File: src/hw/rtl/framed_packet_receiver_defines.svh
// Assertion macros shared by the frame receiver RTL.
// Each use sits on a line of its own; the macro supplies the terminating semicolon.
`ifndef FRAMED_PACKET_RECEIVER_DEFINES_SVH
`define FRAMED_PACKET_RECEIVER_DEFINES_SVH

`ifndef SYNTHESIS

// Same-cycle implication, sampled on i_clk, idle during reset
`define FPR_ASSERT_IMPL(lbl, ante, cons) \
    lbl: assert property (@(posedge i_clk) disable iff (!i_rst_n) (ante) |-> (cons)) \
        else $error("frame receiver check failed");

// Next-cycle implication, sampled on i_clk, idle during reset
`define FPR_ASSERT_NEXT(lbl, ante, cons) \
    lbl: assert property (@(posedge i_clk) disable iff (!i_rst_n) (ante) |=> (cons)) \
        else $error("frame receiver check failed");

`else

`define FPR_ASSERT_IMPL(lbl, ante, cons)
`define FPR_ASSERT_NEXT(lbl, ante, cons)

`endif

`endif

File: src/hw/rtl/fpr_pkg.sv
`timescale 1ns / 1ps

package fpr_pkg;

    localparam int FRAME_BUF_LEN  = 64;
    localparam int FRAME_OVERHEAD = 8;
    localparam int MAX_PAYLOAD    = FRAME_BUF_LEN - FRAME_OVERHEAD;

    localparam int BYTE_W     = 8;
    localparam int CNT_W      = $clog2(MAX_PAYLOAD + 1);
    localparam int ADDR_W     = $clog2(MAX_PAYLOAD);
    localparam int SUM_W      = 16;
    localparam int CFG_IDX_W  = 3;
    localparam int CFG_DATA_W = 8;

    localparam logic [BYTE_W-1:0] ACK_KIND = 8'hFF;

    typedef enum logic [CFG_IDX_W-1:0] {
        CFG_HEADER_FIRST  = 3'd0,
        CFG_HEADER_SECOND = 3'd1,
        CFG_TAIL_FIRST    = 3'd2,
        CFG_TAIL_SECOND   = 3'd3,
        CFG_ACK_ENABLE    = 3'd4
    } t_cfg_idx;

    // Payload store write port
    typedef struct packed {
        logic              en;
        logic [ADDR_W-1:0] addr;
        logic [BYTE_W-1:0] data;
    } t_store_wr;

    // Description of a validated frame handed to the readout
    typedef struct packed {
        logic [BYTE_W-1:0] kind;
        logic [CNT_W-1:0]  len;
        logic              is_ack;
        logic              send_ack;
    } t_frame_desc;

endpackage

File: src/hw/rtl/fpr_readout.sv
`timescale 1ns / 1ps
`include "framed_packet_receiver_defines.svh"

module fpr_readout (
    input  logic                        i_clk,
    input  logic                        i_rst_n,
    input  fpr_pkg::t_store_wr          i_wr,
    input  logic                        i_start,
    input  fpr_pkg::t_frame_desc        i_desc,
    output logic                        o_busy,
    output logic                        o_valid,
    input  logic                        i_stall,
    output logic [fpr_pkg::BYTE_W-1:0]  o_frame_kind,
    output logic [fpr_pkg::CNT_W-1:0]   o_payload_count,
    output logic [fpr_pkg::CNT_W-1:0]   o_byte_position,
    output logic [fpr_pkg::BYTE_W-1:0]  o_payload_value,
    output logic                        o_carries_payload,
    output logic                        o_is_ack_frame,
    output logic                        o_send_ack,
    output logic                        o_last_of_frame
);
    import fpr_pkg::*;

    typedef enum logic [1:0] {
        RD_IDLE,
        RD_ISSUE,
        RD_LOAD
    } t_rd_state;

    t_rd_state         r_state;
    t_frame_desc       r_desc;
    logic [CNT_W-1:0]  r_idx;
    logic [BYTE_W-1:0] r_rd_data;
    logic [BYTE_W-1:0] r_mem [MAX_PAYLOAD];

    logic              rd_en;
    logic              real_data;
    logic [CNT_W-1:0]  idx_last;
    logic              is_last;
    logic              can_load;
    logic              load_now;

    assign rd_en     = (r_state == RD_ISSUE);
    assign real_data = (r_desc.len != '0);
    assign idx_last  = real_data ? (r_desc.len - CNT_W'(1)) : '0;
    assign is_last   = (r_idx == idx_last);
    assign can_load  = !o_valid || !i_stall;
    assign load_now  = (r_state == RD_LOAD) && can_load;
    assign o_busy    = (r_state != RD_IDLE);

    // Payload store: one write port from the parser, one registered read port
    always_ff @(posedge i_clk) begin
        if (i_wr.en) begin
            r_mem[i_wr.addr] <= i_wr.data;
        end
        if (rd_en) begin
            r_rd_data <= r_mem[r_idx[ADDR_W-1:0]];
        end
    end

    always_ff @(posedge i_clk) begin
        if (!i_rst_n) begin
            r_state <= RD_IDLE;
            r_idx   <= '0;
            o_valid <= 1'b0;
        end else begin
            // Raise valid on a load, drop it once the transaction is taken
            if (load_now) begin
                o_valid <= 1'b1;
            end else if (!i_stall) begin
                o_valid <= 1'b0;
            end
            unique case (r_state)
                RD_IDLE: begin
                    if (i_start) begin
                        r_desc  <= i_desc;
                        r_idx   <= '0;
                        r_state <= RD_ISSUE;
                    end
                end
                RD_ISSUE: begin
                    r_state <= RD_LOAD;
                end
                RD_LOAD: begin
                    if (can_load) begin
                        o_frame_kind      <= r_desc.kind;
                        o_payload_count   <= r_desc.len;
                        o_byte_position   <= real_data ? r_idx : '0;
                        o_payload_value   <= real_data ? r_rd_data : '0;
                        o_carries_payload <= real_data;
                        o_is_ack_frame    <= r_desc.is_ack;
                        o_send_ack        <= r_desc.send_ack;
                        o_last_of_frame   <= is_last;
                        if (is_last) begin
                            r_state <= RD_IDLE;
                        end else begin
                            r_idx   <= r_idx + CNT_W'(1);
                            r_state <= RD_ISSUE;
                        end
                    end
                end
                default: begin
                    r_state <= RD_IDLE;
                end
            endcase
        end
    end

    `FPR_ASSERT_IMPL(a_start_when_idle, i_start, r_state == RD_IDLE)
    `FPR_ASSERT_IMPL(a_no_write_in_readout, o_busy, !i_wr.en)
    `FPR_ASSERT_IMPL(a_idx_in_frame, o_busy && real_data, r_idx < r_desc.len)
    `FPR_ASSERT_NEXT(a_last_ends_readout, load_now && is_last, !o_busy && o_valid && o_last_of_frame)

endmodule

File: src/hw/rtl/framed_packet_receiver.sv
`timescale 1ns / 1ps
// Byte-serial frame receiver.
// Input channel: one received byte per transaction (i_valid / o_stall, i_rx_byte).
// Frames are header1, header2, type, length, payload, checksum high, checksum low,
// tail1, tail2; the checksum is the 16-bit wrapping sum of type, length and payload.
// Output channel: o_valid / i_stall with one result per payload byte of each good
// frame, or a single empty result for a zero-length frame; o_last_of_frame marks
// the final result. Bad headers, tails, lengths or checksums drop the frame quietly.
// Configuration: write i_cfg_data to register i_cfg_idx with i_cfg_we, only while idle.
// Throughput: one byte per cycle while a frame is being received. After the tail2
// byte of a good frame the input stalls while the payload store is read out: each
// result passes through a store read (RD_ISSUE) and a load of the output register
// (RD_LOAD), which waits while the receiver stalls. The input reopens once the
// last result sits in the output register.
// A stall from the receiver holds the output register and pauses the readout.
// Reset (synchronous, active low) returns the parser to hunting for header1 and
// clears the configuration registers; the payload store needs no clearing pass.
`include "framed_packet_receiver_defines.svh"

module framed_packet_receiver (
    input  logic                           i_clk,
    input  logic                           i_rst_n,
    input  logic                           i_cfg_we,
    input  logic [fpr_pkg::CFG_IDX_W-1:0]  i_cfg_idx,
    input  logic [fpr_pkg::CFG_DATA_W-1:0] i_cfg_data,
    input  logic                           i_valid,
    output logic                           o_stall,
    input  logic [fpr_pkg::BYTE_W-1:0]     i_rx_byte,
    output logic                           o_valid,
    input  logic                           i_stall,
    output logic [fpr_pkg::BYTE_W-1:0]     o_frame_kind,
    output logic [fpr_pkg::CNT_W-1:0]      o_payload_count,
    output logic [fpr_pkg::CNT_W-1:0]      o_byte_position,
    output logic [fpr_pkg::BYTE_W-1:0]     o_payload_value,
    output logic                           o_carries_payload,
    output logic                           o_is_ack_frame,
    output logic                           o_send_ack,
    output logic                           o_last_of_frame
);
    import fpr_pkg::*;

    typedef enum logic [3:0] {
        PH_HEAD1,
        PH_HEAD2,
        PH_TYPE,
        PH_LEN,
        PH_DATA,
        PH_SUMHI,
        PH_SUMLO,
        PH_TAIL1,
        PH_TAIL2
    } t_phase;

    // Configuration registers
    logic [BYTE_W-1:0] r_header_first;
    logic [BYTE_W-1:0] r_header_second;
    logic [BYTE_W-1:0] r_tail_first;
    logic [BYTE_W-1:0] r_tail_second;
    logic              r_ack_enable;

    // Parser state
    t_phase            r_phase;
    logic [BYTE_W-1:0] r_type;
    logic [CNT_W-1:0]  r_len;
    logic [CNT_W-1:0]  r_fill;
    logic [SUM_W-1:0]  r_run_sum;
    logic [SUM_W-1:0]  r_rcv_sum;

    logic              busy;
    logic              accept;
    logic [CNT_W-1:0]  fill_inc;
    logic [SUM_W-1:0]  sum_add;
    logic              frame_good;
    t_store_wr         store_wr;
    t_frame_desc       desc;

    // Hold the input off while a frame is read out of the payload store
    assign o_stall  = busy;
    assign accept   = i_valid && !o_stall;
    assign fill_inc = r_fill + CNT_W'(1);
    assign sum_add  = r_run_sum + SUM_W'(i_rx_byte);

    // Tail2 matches and the received checksum agrees with the running sum
    assign frame_good = accept && (r_phase == PH_TAIL2) &&
                        (i_rx_byte == r_tail_second) && (r_rcv_sum == r_run_sum);

    // Store payload bytes at the fill position; never past the end of the store
    always_comb begin
        store_wr.en   = accept && (r_phase == PH_DATA) && (r_fill < CNT_W'(MAX_PAYLOAD));
        store_wr.addr = r_fill[ADDR_W-1:0];
        store_wr.data = i_rx_byte;
    end

    always_comb begin
        desc.kind     = r_type;
        desc.len      = r_len;
        desc.is_ack   = (r_type == ACK_KIND);
        desc.send_ack = (r_type != ACK_KIND) && r_ack_enable;
    end

    // Configuration writes; indexes beyond the list are ignored
    always_ff @(posedge i_clk) begin
        if (!i_rst_n) begin
            r_header_first  <= '0;
            r_header_second <= '0;
            r_tail_first    <= '0;
            r_tail_second   <= '0;
            r_ack_enable    <= 1'b0;
        end else if (i_cfg_we) begin
            unique case (t_cfg_idx'(i_cfg_idx))
                CFG_HEADER_FIRST:  r_header_first  <= i_cfg_data;
                CFG_HEADER_SECOND: r_header_second <= i_cfg_data;
                CFG_TAIL_FIRST:    r_tail_first    <= i_cfg_data;
                CFG_TAIL_SECOND:   r_tail_second   <= i_cfg_data;
                CFG_ACK_ENABLE:    r_ack_enable    <= i_cfg_data[0];
                default: ;
            endcase
        end
    end

    // Frame parser: advance on accepted bytes (the data phase takes one per payload byte), drop
    // back to header1 hunting on any mismatch. Payload fields are always rewritten before use.
    always_ff @(posedge i_clk) begin
        if (!i_rst_n) begin
            r_phase   <= PH_HEAD1;
            r_type    <= '0;
            r_len     <= '0;
            r_fill    <= '0;
            r_run_sum <= '0;
            r_rcv_sum <= '0;
        end else if (accept) begin
            unique case (r_phase)
                PH_HEAD1: begin
                    if (i_rx_byte == r_header_first) begin
                        r_phase <= PH_HEAD2;
                    end
                end
                PH_HEAD2: begin
                    r_phase <= (i_rx_byte == r_header_second) ? PH_TYPE : PH_HEAD1;
                end
                PH_TYPE: begin
                    r_type    <= i_rx_byte;
                    r_run_sum <= SUM_W'(i_rx_byte);
                    r_phase   <= PH_LEN;
                end
                PH_LEN: begin
                    if (i_rx_byte > BYTE_W'(MAX_PAYLOAD)) begin
                        r_phase <= PH_HEAD1;
                    end else begin
                        r_len     <= i_rx_byte[CNT_W-1:0];
                        r_fill    <= '0;
                        r_run_sum <= sum_add;
                        r_phase   <= (i_rx_byte == '0) ? PH_SUMHI : PH_DATA;
                    end
                end
                PH_DATA: begin
                    r_fill    <= fill_inc;
                    r_run_sum <= sum_add;
                    if (fill_inc >= r_len) begin
                        r_phase <= PH_SUMHI;
                    end
                end
                PH_SUMHI: begin
                    r_rcv_sum <= {i_rx_byte, 8'h00};
                    r_phase   <= PH_SUMLO;
                end
                PH_SUMLO: begin
                    r_rcv_sum <= {r_rcv_sum[SUM_W-1:BYTE_W], i_rx_byte};
                    r_phase   <= PH_TAIL1;
                end
                PH_TAIL1: begin
                    r_phase <= (i_rx_byte == r_tail_first) ? PH_TAIL2 : PH_HEAD1;
                end
                PH_TAIL2: begin
                    // Good or bad, the frame ends here
                    r_phase <= PH_HEAD1;
                end
                default: begin
                    r_phase <= PH_HEAD1;
                end
            endcase
        end
    end

    fpr_readout u_readout (
        .i_clk             (i_clk),
        .i_rst_n           (i_rst_n),
        .i_wr              (store_wr),
        .i_start           (frame_good),
        .i_desc            (desc),
        .o_busy            (busy),
        .o_valid           (o_valid),
        .i_stall           (i_stall),
        .o_frame_kind      (o_frame_kind),
        .o_payload_count   (o_payload_count),
        .o_byte_position   (o_byte_position),
        .o_payload_value   (o_payload_value),
        .o_carries_payload (o_carries_payload),
        .o_is_ack_frame    (o_is_ack_frame),
        .o_send_ack        (o_send_ack),
        .o_last_of_frame   (o_last_of_frame)
    );

    `FPR_ASSERT_NEXT(a_good_frame_stalls_input, frame_good, o_stall && (r_phase == PH_HEAD1))
    `FPR_ASSERT_IMPL(a_fill_within_length, r_phase == PH_DATA, r_fill < r_len)
    `FPR_ASSERT_IMPL(a_length_fits_store, r_phase == PH_DATA, r_len <= CNT_W'(MAX_PAYLOAD))

endmodule

File: config.mk
export PLATFORM = sky130hd
export DESIGN_NAME = framed_packet_receiver
export DESIGN_NICKNAME = d
export VERILOG_FILES = /design/src/hw/rtl/fpr_pkg.sv /design/src/hw/rtl/fpr_readout.sv /design/src/hw/rtl/framed_packet_receiver.sv
export VERILOG_INCLUDE_DIRS = /design/src /design/src/hw/rtl
export SDC_FILE = /design/constraint.sdc
export NUM_CORES = 1
export LEC_CHECK = 0
export ABC_AREA = 1
export BUFFER_PORTS_ARGS = -buffer_cell sky130_fd_sc_hd__clkbuf_2
export CAP_MARGIN = 15
export CORE_ASPECT_RATIO = 0.9
export CORE_UTILIZATION = 40
export DETAILED_ROUTE_END_ITERATION = 6
export PLACE_DENSITY = 0.56
export SLEW_MARGIN = 10
export SYNTH_ARGS = -nofsm -noshare
export SYNTH_HDL_FRONTEND = slang
export SYNTH_HIERARCHICAL = 1
export SYNTH_SLANG_ARGS = --single-unit
export TNS_END_PERCENT = 1
File: constraint.sdc
create_clock -name i_clk -period 3.6 [get_ports i_clk]
set_input_delay 0.72 -clock i_clk [delete_from_list [all_inputs] [get_ports i_clk]]
set_output_delay 0.72 -clock i_clk [all_outputs]
set_load 0.1 [all_outputs]
==> impl_metrics.csv, run 1 <==
group,metric,value,unit
outcome,status,"finished, final reports clean",
sta,fin_skew,0.0214,ns
critical_path,cp.arrival,3.06,ns
final_layout,area_growth,13.4,%
final_layout,layout_common_cells,"edfxtp_1, nor2_1, nand2_1",
clock_tree,htree_levels,2,
logic_synthesis,ys_seq_elements,602,
power,power.switching,3.81,mW
power,p_seq_frac,0.499,
floorplan,dieArea,65100,sq um
clock_tree,cts.path.max_buffers,3,
floorplan,die_h,242,um
sta,tightest_slew,0.967,ns
worst_hold_path,min_path_type,"in2reg",
routing,num_vias,18031,
logic_synthesis,synth_nets,2441,
floorplan,core,63000,sq um
clock_tree,cts-resized-gates,0,
sta,fin_crit,2.54,ns
final_layout,final_common_cell,"edfxtp_1",
logic_synthesis,ys_seq_area_frac,0.667,
sta,hold_viol_final,0,
final_layout,stdcell_area,29100,sq um
sta,max_freq,393,MHz
place,dp_hpwl,42600,um
routing,wl_per_cell,20.5,um
logic_synthesis,synth_cell_type_count,48,
power,power_frac_comb,0.091,
routing,wl,69100,um
sta,setup_violations,0,
logic_synthesis,yosysWarnings,6,
sta,rsz0062_at_grt,"no",
routing,dr.pass1.iters,6,
critical_path,cp-start-kind,"register",
power,p_sw_frac,0.243,
critical_path,cp.required,4.12,ns
power,clkPwrFrac,0.410,
grt,grt.total_usage,0.214,
grt,grt_pass1_wl,106000,um
grt,grt_pass1_vias,17607,
sta,min_period_over_period,0.707,
logic_synthesis,synthXorXnorAreaFrac,0.00786,
logic_synthesis,syn_inst,2399,
logic_synthesis,post_synth_instance_area,25600,sq um
critical_path,end_kind,"register",
grt,grt-ovfl-total,0,
clock_tree,clk_latency,0.63,ns
place,io_buffer_count,57,
job,drv_cap,0,
sta,tns,0,ns
floorplan,die_w,269,um
grt,antenna_found_initial,2,
grt,grt_max_degree,140,
final_layout,drive_gt1_frac,0.108,
clock_tree,cts_tree,"done",
power,p_int,11.9,mW
power,p_per_area,540,nW/um^2
place,place_area,27000,sq um
critical_path,crit_path_max_fanout,10,
clock_tree,clock-sinks,602,
sta,final-max-slew-violation-count,0,
routing,viasPerCell,5.35,
floorplan,pin_count,58,
logic_synthesis,avgSynthCellArea,10.7,sq um
place,gp_congestion,0.867,
clock_tree,cts_root_buffer,"clkbuf_16",
logic_synthesis,synthMuxAreaShare,0,
logic_synthesis,synth_compound_area_frac,0.120,
routing,drt_iter0_drc,1688,
critical_path,path_class,"reg2reg",
final_layout,fin_nets,2520,
power,finalPower,15.7,mW
floorplan,start_util,0.407,
power,p_leak,10.4,nW
final_layout,finish.utilization,0.461,
logic_synthesis,synth-adder-area-share,0.00908,
routing,route.detailed.drc,0,
clock_tree,numCtsBuffers,61,
power,irDropWorstVdd,0.365,mV
clock_tree,clk_pin_slew,0.06,ns
floorplan,rows,87,
clock_tree,hold_buffers,0,
clock_tree,cts_setup_buffers,0,
routing,ant_nets,0,
logic_synthesis,yosys.area_share.simple,0.145,
sta,max_slew_margin,0.355,
logic_synthesis,synth_top_family_by_area,"simple AND/OR/NAND/NOR gates",
final_layout,fillers,5822,
power by group through the flow:
stage                     logic [mW]  clock network, mW  registers, mW
final                           1.43               6.43           7.83
after global routing            1.62               6.83           7.85
after CTS                       1.43               6.57           7.83
after detailed placement        1.42                  0           7.98
after global placement          1.41                  0           7.98
after floorplan                 1.01                  0           7.93
cells in the mapped netlist, drive strengths merged:
library cell  number  area, sq um
a211oi            12         95.1
a21boi             1         7.51
a21o               1         7.51
a21oi             90          458
a311oi             1         8.76
a31oi              1         6.26
buf               72          458
clkbuf            56          210
clkinv             4         15.0
dfxtp             98         1960
edfxtp           504        15100
fa                 1         20.0
ha                17          213
inv              165          622
nand2            338         1300
nand3            103          548
nand3b             2         15.0
nand4             14          106
nor2             420         1620
nor3              18         95.1
nor3b              1         7.51
nor4               4         25.0
o211ai            24          185
o21ai            316         1590
o21bai             2         15.0
o221ai             8         70.1
o22ai            100          626
or2                3         18.8
xnor2             10         87.6
xor2              13          114
per-stage QoR:
stage | hold WS, ns | instances | worst slack (ns)
2_1_floorplan | 0.400 | 2399 | 0.145
3_3_place_gp | 0.412 | 3260 | 0.809
5_1_grt | 0.391 | 3372 | 0.778
3_5_place_dp | 0.408 | 3260 | 0.776
4_1_cts | 0.348 | 3372 | 1.04
6_report | 0.382 | 3373 | 1.06
layout make-up:
| class | instances | area (sq um) | area share |
|---|---|---|---|
| Tap cell | 845 | 1060 | 0.0364 |
| Sequential cell | 602 | 17100 | 0.588 |
| Timing Repair Buffer | 144 | 1000 | 0.0344 |
| Multi-Input combinational cell | 1500 | 7240 | 0.249 |
| Inverter | 169 | 639 | 0.0220 |
| Clock inverter | 32 | 384 | 0.0132 |
| Antenna cell | 1 | 2.50 | 0.0000861 |
| Clock buffer | 80 | 1640 | 0.0563 |
worst paths after layout:
check                            startpoint                                   to  slack (ns)  cells after the start
min                                i_cfg_we            r_ack_enable$_SDFFE_PN0P_        0.38                      3
min reg2reg  u_readout/r_desc[11]$_DFFE_PP_  u_readout/o_frame_kind[3]$_DFFE_PP_        0.42                      0
max                  r_fill[0]$_SDFFE_PN0P_              r_phase[2]$_SDFFE_PN0P_        1.06                     14
max reg2reg          r_fill[0]$_SDFFE_PN0P_              r_phase[2]$_SDFFE_PN0P_        1.06                     14
critical path, cell delays in order, from the launching register on:
cell and delay (ns):
dfxtp_1 0.63, nand3_1 0.17, nor2_1 0.17, nand2_1 0.08, xor2_1 0.14, inv_1 0.08
ha_1 0.29, nand2_1 0.09, inv_1 0.06, a21oi_1 0.14, nand4_1 0.18, nand3_1 0.24
nand2_1 0.07, nand2_1 0.06, nor2_1 0.04
metal layers:
metal	share of wire	global-route usage	vias up	wire length [um]
li1	-	-	8562	-
met1	0.45	0.296	8828	30800
met2	0.47	0.349	531	32700
met3	0.060	0.0314	110	4120
met4	0.022	0.0560	0	1510
met5	0	0	-	0
cells by family after synthesis:
logic type,after synthesis
simple gates,903
xor+xnor,23
fa+ha+maj,18
compound gates,556
buf+inv,297
flops,602
state kept, by name (all words and copies together), names as in the netlist, 6 cells and up:
register	cells
u_readout/o_payload_count	6
r_tail_first	8
u_readout/o_payload_value	8
u_readout/o_byte_position	6
r_len	6
r_header_second	8
r_type	8
u_readout/o_frame_kind	8
u_readout/r_rd_data	8
r_fill	6
r_run_sum	16
r_rcv_sum	16
r_tail_second	8
u_readout/r_desc	16
r_header_first	8
u_readout/r_idx	6
u_readout/r_mem	448
Power figures use the tool's default switching activity.
==> run 2: changes to the inputs <==
ABC_AREA = 0   (was 1)
clock period = 2.5 ns   (was 3.6 ns; I/O delays follow)
==> impl_metrics.csv, run 2 <==
group,metric,value,unit
critical_path,end_kind,"register",
logic_synthesis,synth_top_area_cell,"edfxtp_1",
place,io_buffer_count,57,
routing,drt_iter0_drc,1165,
logic_synthesis,synth_cell_type_count,69,
grt,grt.total_usage,0.194,
critical_path,cp.required,2.82,ns
logic_synthesis,synth_compound_area_frac,0.0501,
final_layout,finish.utilization,0.489,
worst_hold_path,hold_depth,3,
power,irDropWorstVdd,0.431,mV
critical_path,r2r_end,"u_readout/r_rd_data[2]$_DFFE_PN_",
logic_synthesis,yosysWarnings,6,
clock_tree,clk_latency,0.60,ns
grt,grt_max_degree,66,
final_layout,stdcell_area,29900,sq um
final_layout,largest_register_ffs,448,
outcome,status,"finished, final reports clean",
sta,max_freq,400,MHz
grt,grt_pass1_vias,14151,
clock_tree,clk_pin_slew,0.06,ns
logic_synthesis,synth_nets,1589,
logic_synthesis,post_synth_instance_area,24700,sq um
sta,fin_skew,0.0225,ns
power,p_leak,9.65,nW
place,dp_hpwl,39700,um
sta,hold_viol_final,0,
clock_tree,htree_levels,3,
sta,final-max-slew-violation-count,0,
clock_tree,cts.path.max_buffers,3,
logic_synthesis,synthMuxAreaShare,0.133,
sta,max_slew_margin,0.427,
clock_tree,hold_buffers,0,
logic_synthesis,syn_inst,1547,
logic_synthesis,synth_area_leaders,"edfxtp_1, mux4_2, dfxtp_1",
worst_hold_path,min_from,"i_cfg_data[1]",
sta,fin_crit,2.50,ns
logic_synthesis,avgSynthCellArea,16.0,sq um
final_layout,drive_gt1_frac,0.295,
worst_hold_path,min_path_type,"in2reg",
place,place_area,27700,sq um
critical_path,worstReg2RegStart,"u_readout/r_idx[0]$_SDFFE_PN0P_",
floorplan,die_h,238,um
logic_synthesis,synthXorXnorAreaFrac,0.0199,
critical_path,cp.arrival,2.82,ns
logic_synthesis,synth_commonest_cells,"edfxtp_1, mux4_2, nand2_1, dfxtp_1, a21oi_1",
logic_synthesis,yosysMostFrequentCell,"edfxtp_1",
sta,min_period_over_period,0.999,
final_layout,area_growth,21.0,%
final_layout,n_antenna_cell,0,
floorplan,pin_count,58,
floorplan,rows,86,
logic_synthesis,synth_edf_count,504,
logic_synthesis,synth-adder-area-share,0.00942,
logic_synthesis,async_flop_share,0,
routing,num_vias,14187,
final_layout,regMostFlops,"u_readout/r_mem",
sta,setup_violations,0,
logic_synthesis,ys.flop_type,"edfxtp_1",
sta,rsz0062_at_grt,"yes",
routing,ant_nets,0,
critical_path,reg2reg_slack,0.003,ns
clock_tree,numCtsBuffers,66,
routing,dr.pass1.iters,5,
job,drv_cap,0,
clock_tree,cts_root_buffer,"clkbuf_16",
critical_path,cp-start-kind,"register",
clock_tree,clock-sinks,602,
final_layout,fin_nets,1800,
critical_path,reg2reg_depth,7,
grt,grt-ovfl-total,0,
final_layout,layout_common_cells,"edfxtp_1, buf_4, mux4_2",
logic_synthesis,synth_top_family_by_area,"multiplexers",
place,gp_congestion,0.823,
routing,route.detailed.drc,0,
floorplan,core,61100,sq um
floorplan,start_util,0.404,
grt,grt_pass1_wl,90700,um
worst_hold_path,holdPathEnd,"r_header_first[1]$_SDFFE_PN0P_",
logic_synthesis,synth_top_area_frac,0.613,
routing,viasPerCell,5.46,
grt,antenna_found_initial,3,
routing,wl,60100,um
critical_path,crit_path_max_fanout,10,
critical_path,path_class,"reg2reg",
final_layout,final_common_cell,"edfxtp_1",
power,p_per_area,699,nW/um^2
logic_synthesis,ys_seq_elements,602,
floorplan,dieArea,62800,sq um
clock_tree,cts_tree,"done",
floorplan,die_w,264,um
logic_synthesis,yosys.area_share.simple,0.0776,
sta,tightest_slew,0.859,ns
logic_synthesis,ys_seq_area_frac,0.692,
routing,wl_per_cell,23.1,um
[run 2: cell types whose count changed after synthesis, sizes merged, moves of 18 or more]
| cell | change |
|---|---|
| inv | -145 |
| xnor2 | +26 |
| buf | -43 |
| nand3 | -56 |
| nand2 | -210 |
| nor2 | -334 |
| mux2i | +31 |
| and2 | +18 |
| mux4 | +128 |
| o21ai | -272 |
| o22ai | -90 |
[run 2: cell type report]
type	count	area [sq um]
fill	5159	31200
sequential	602	17100
multi-input combinational	838	7530
timing repair buffer	230	2090
clock buffer	83	1790
tap	792	991
clock inverter	31	313
inverter	20	75.1
[run 2: repair_timing]
action,in CTS,in global routing
resized for setup,1,12
setup endpoints to repair,11,82
cloned,0,0
pin swaps,4,3
setup buffers,4,0
hold endpoints to repair,0,0
[run 2: routing by layer]
metal  vias to the layer above  track usage  share of wire
li1                       6479            -              -
met5                         -            0        0.00028
met3                        77       0.0348          0.046
met4                         2       0.0449          0.016
met1                      7284        0.275           0.46
met2                       345        0.312           0.48
[run 2: cells by family after synthesis]
family,after synthesis
flops,602
simple gates,390
compound gates,206
mux,168
buf+inv,107
xor+xnor,56
fa+ha+maj,18
[run 2: per-stage QoR]
| step | std cells | power [mW] | setup TNS, ns | hold WS, ns | setup WS, ns |
|---|---|---|---|---|---|
| after floorplan | 1547 | 11.3 | -10.05 | 0.400 | -0.138 |
| after global placement | 2478 | 11.6 | -5.97 | 0.419 | -0.380 |
| after detailed placement | 2478 | 11.6 | -6.33 | 0.420 | -0.388 |
| after CTS | 2596 | 21.1 | 0 | 0.184 | 0.00655 |
| after global routing | 2596 | 21.5 | -0.698 | 0.197 | -0.175 |
| final | 2596 | 20.9 | 0 | 0.209 | 0.00304 |
[run 2: worst max-delay path by stage]
| stage | from | to | slack (ns) |
|---|---|---|---|
| final | u_readout/r_idx[0]$_SDFFE_PN0P_ | u_readout/r_rd_data[2]$_DFFE_PN_ | 0.003 |
| after global routing | u_readout/r_desc[2]$_DFFE_PP_ | u_readout/r_idx[1]$_SDFFE_PN0P_ | -0.17 |
| after CTS | u_readout/r_idx[0]$_SDFFE_PN0P_ | u_readout/r_rd_data[7]$_DFFE_PN_ | 0.007 |
| after detailed placement | i_rx_byte[1] | u_readout/r_idx[4]$_SDFFE_PN0P_ | -0.39 |
| after global placement | i_rx_byte[1] | u_readout/r_idx[1]$_SDFFE_PN0P_ | -0.38 |
| after floorplan | u_readout/r_desc[2]$_DFFE_PP_ | u_readout/r_idx[3]$_SDFFE_PN0P_ | -0.14 |
[run 2: worst max-delay path, cell delays in order, from the launching register on]
cell and delay, ns:
dfxtp_4 0.39, buf_12 0.14, buf_12 0.15, mux4_2 0.56, mux4_2 0.55, mux2i_1 0.18
buf_4 0.15, o22ai_2 0.07
[run 2: report_power, final]
group | switching [mW] | leakage [nW] | internal, mW
sequential | 0.0222 | 5.34 | 10.9
clock | 3.90 | 1.04 | 5.60
combinational | 0.351 | 3.27 | 0.150
total | 4.27 | 9.65 | 16.6
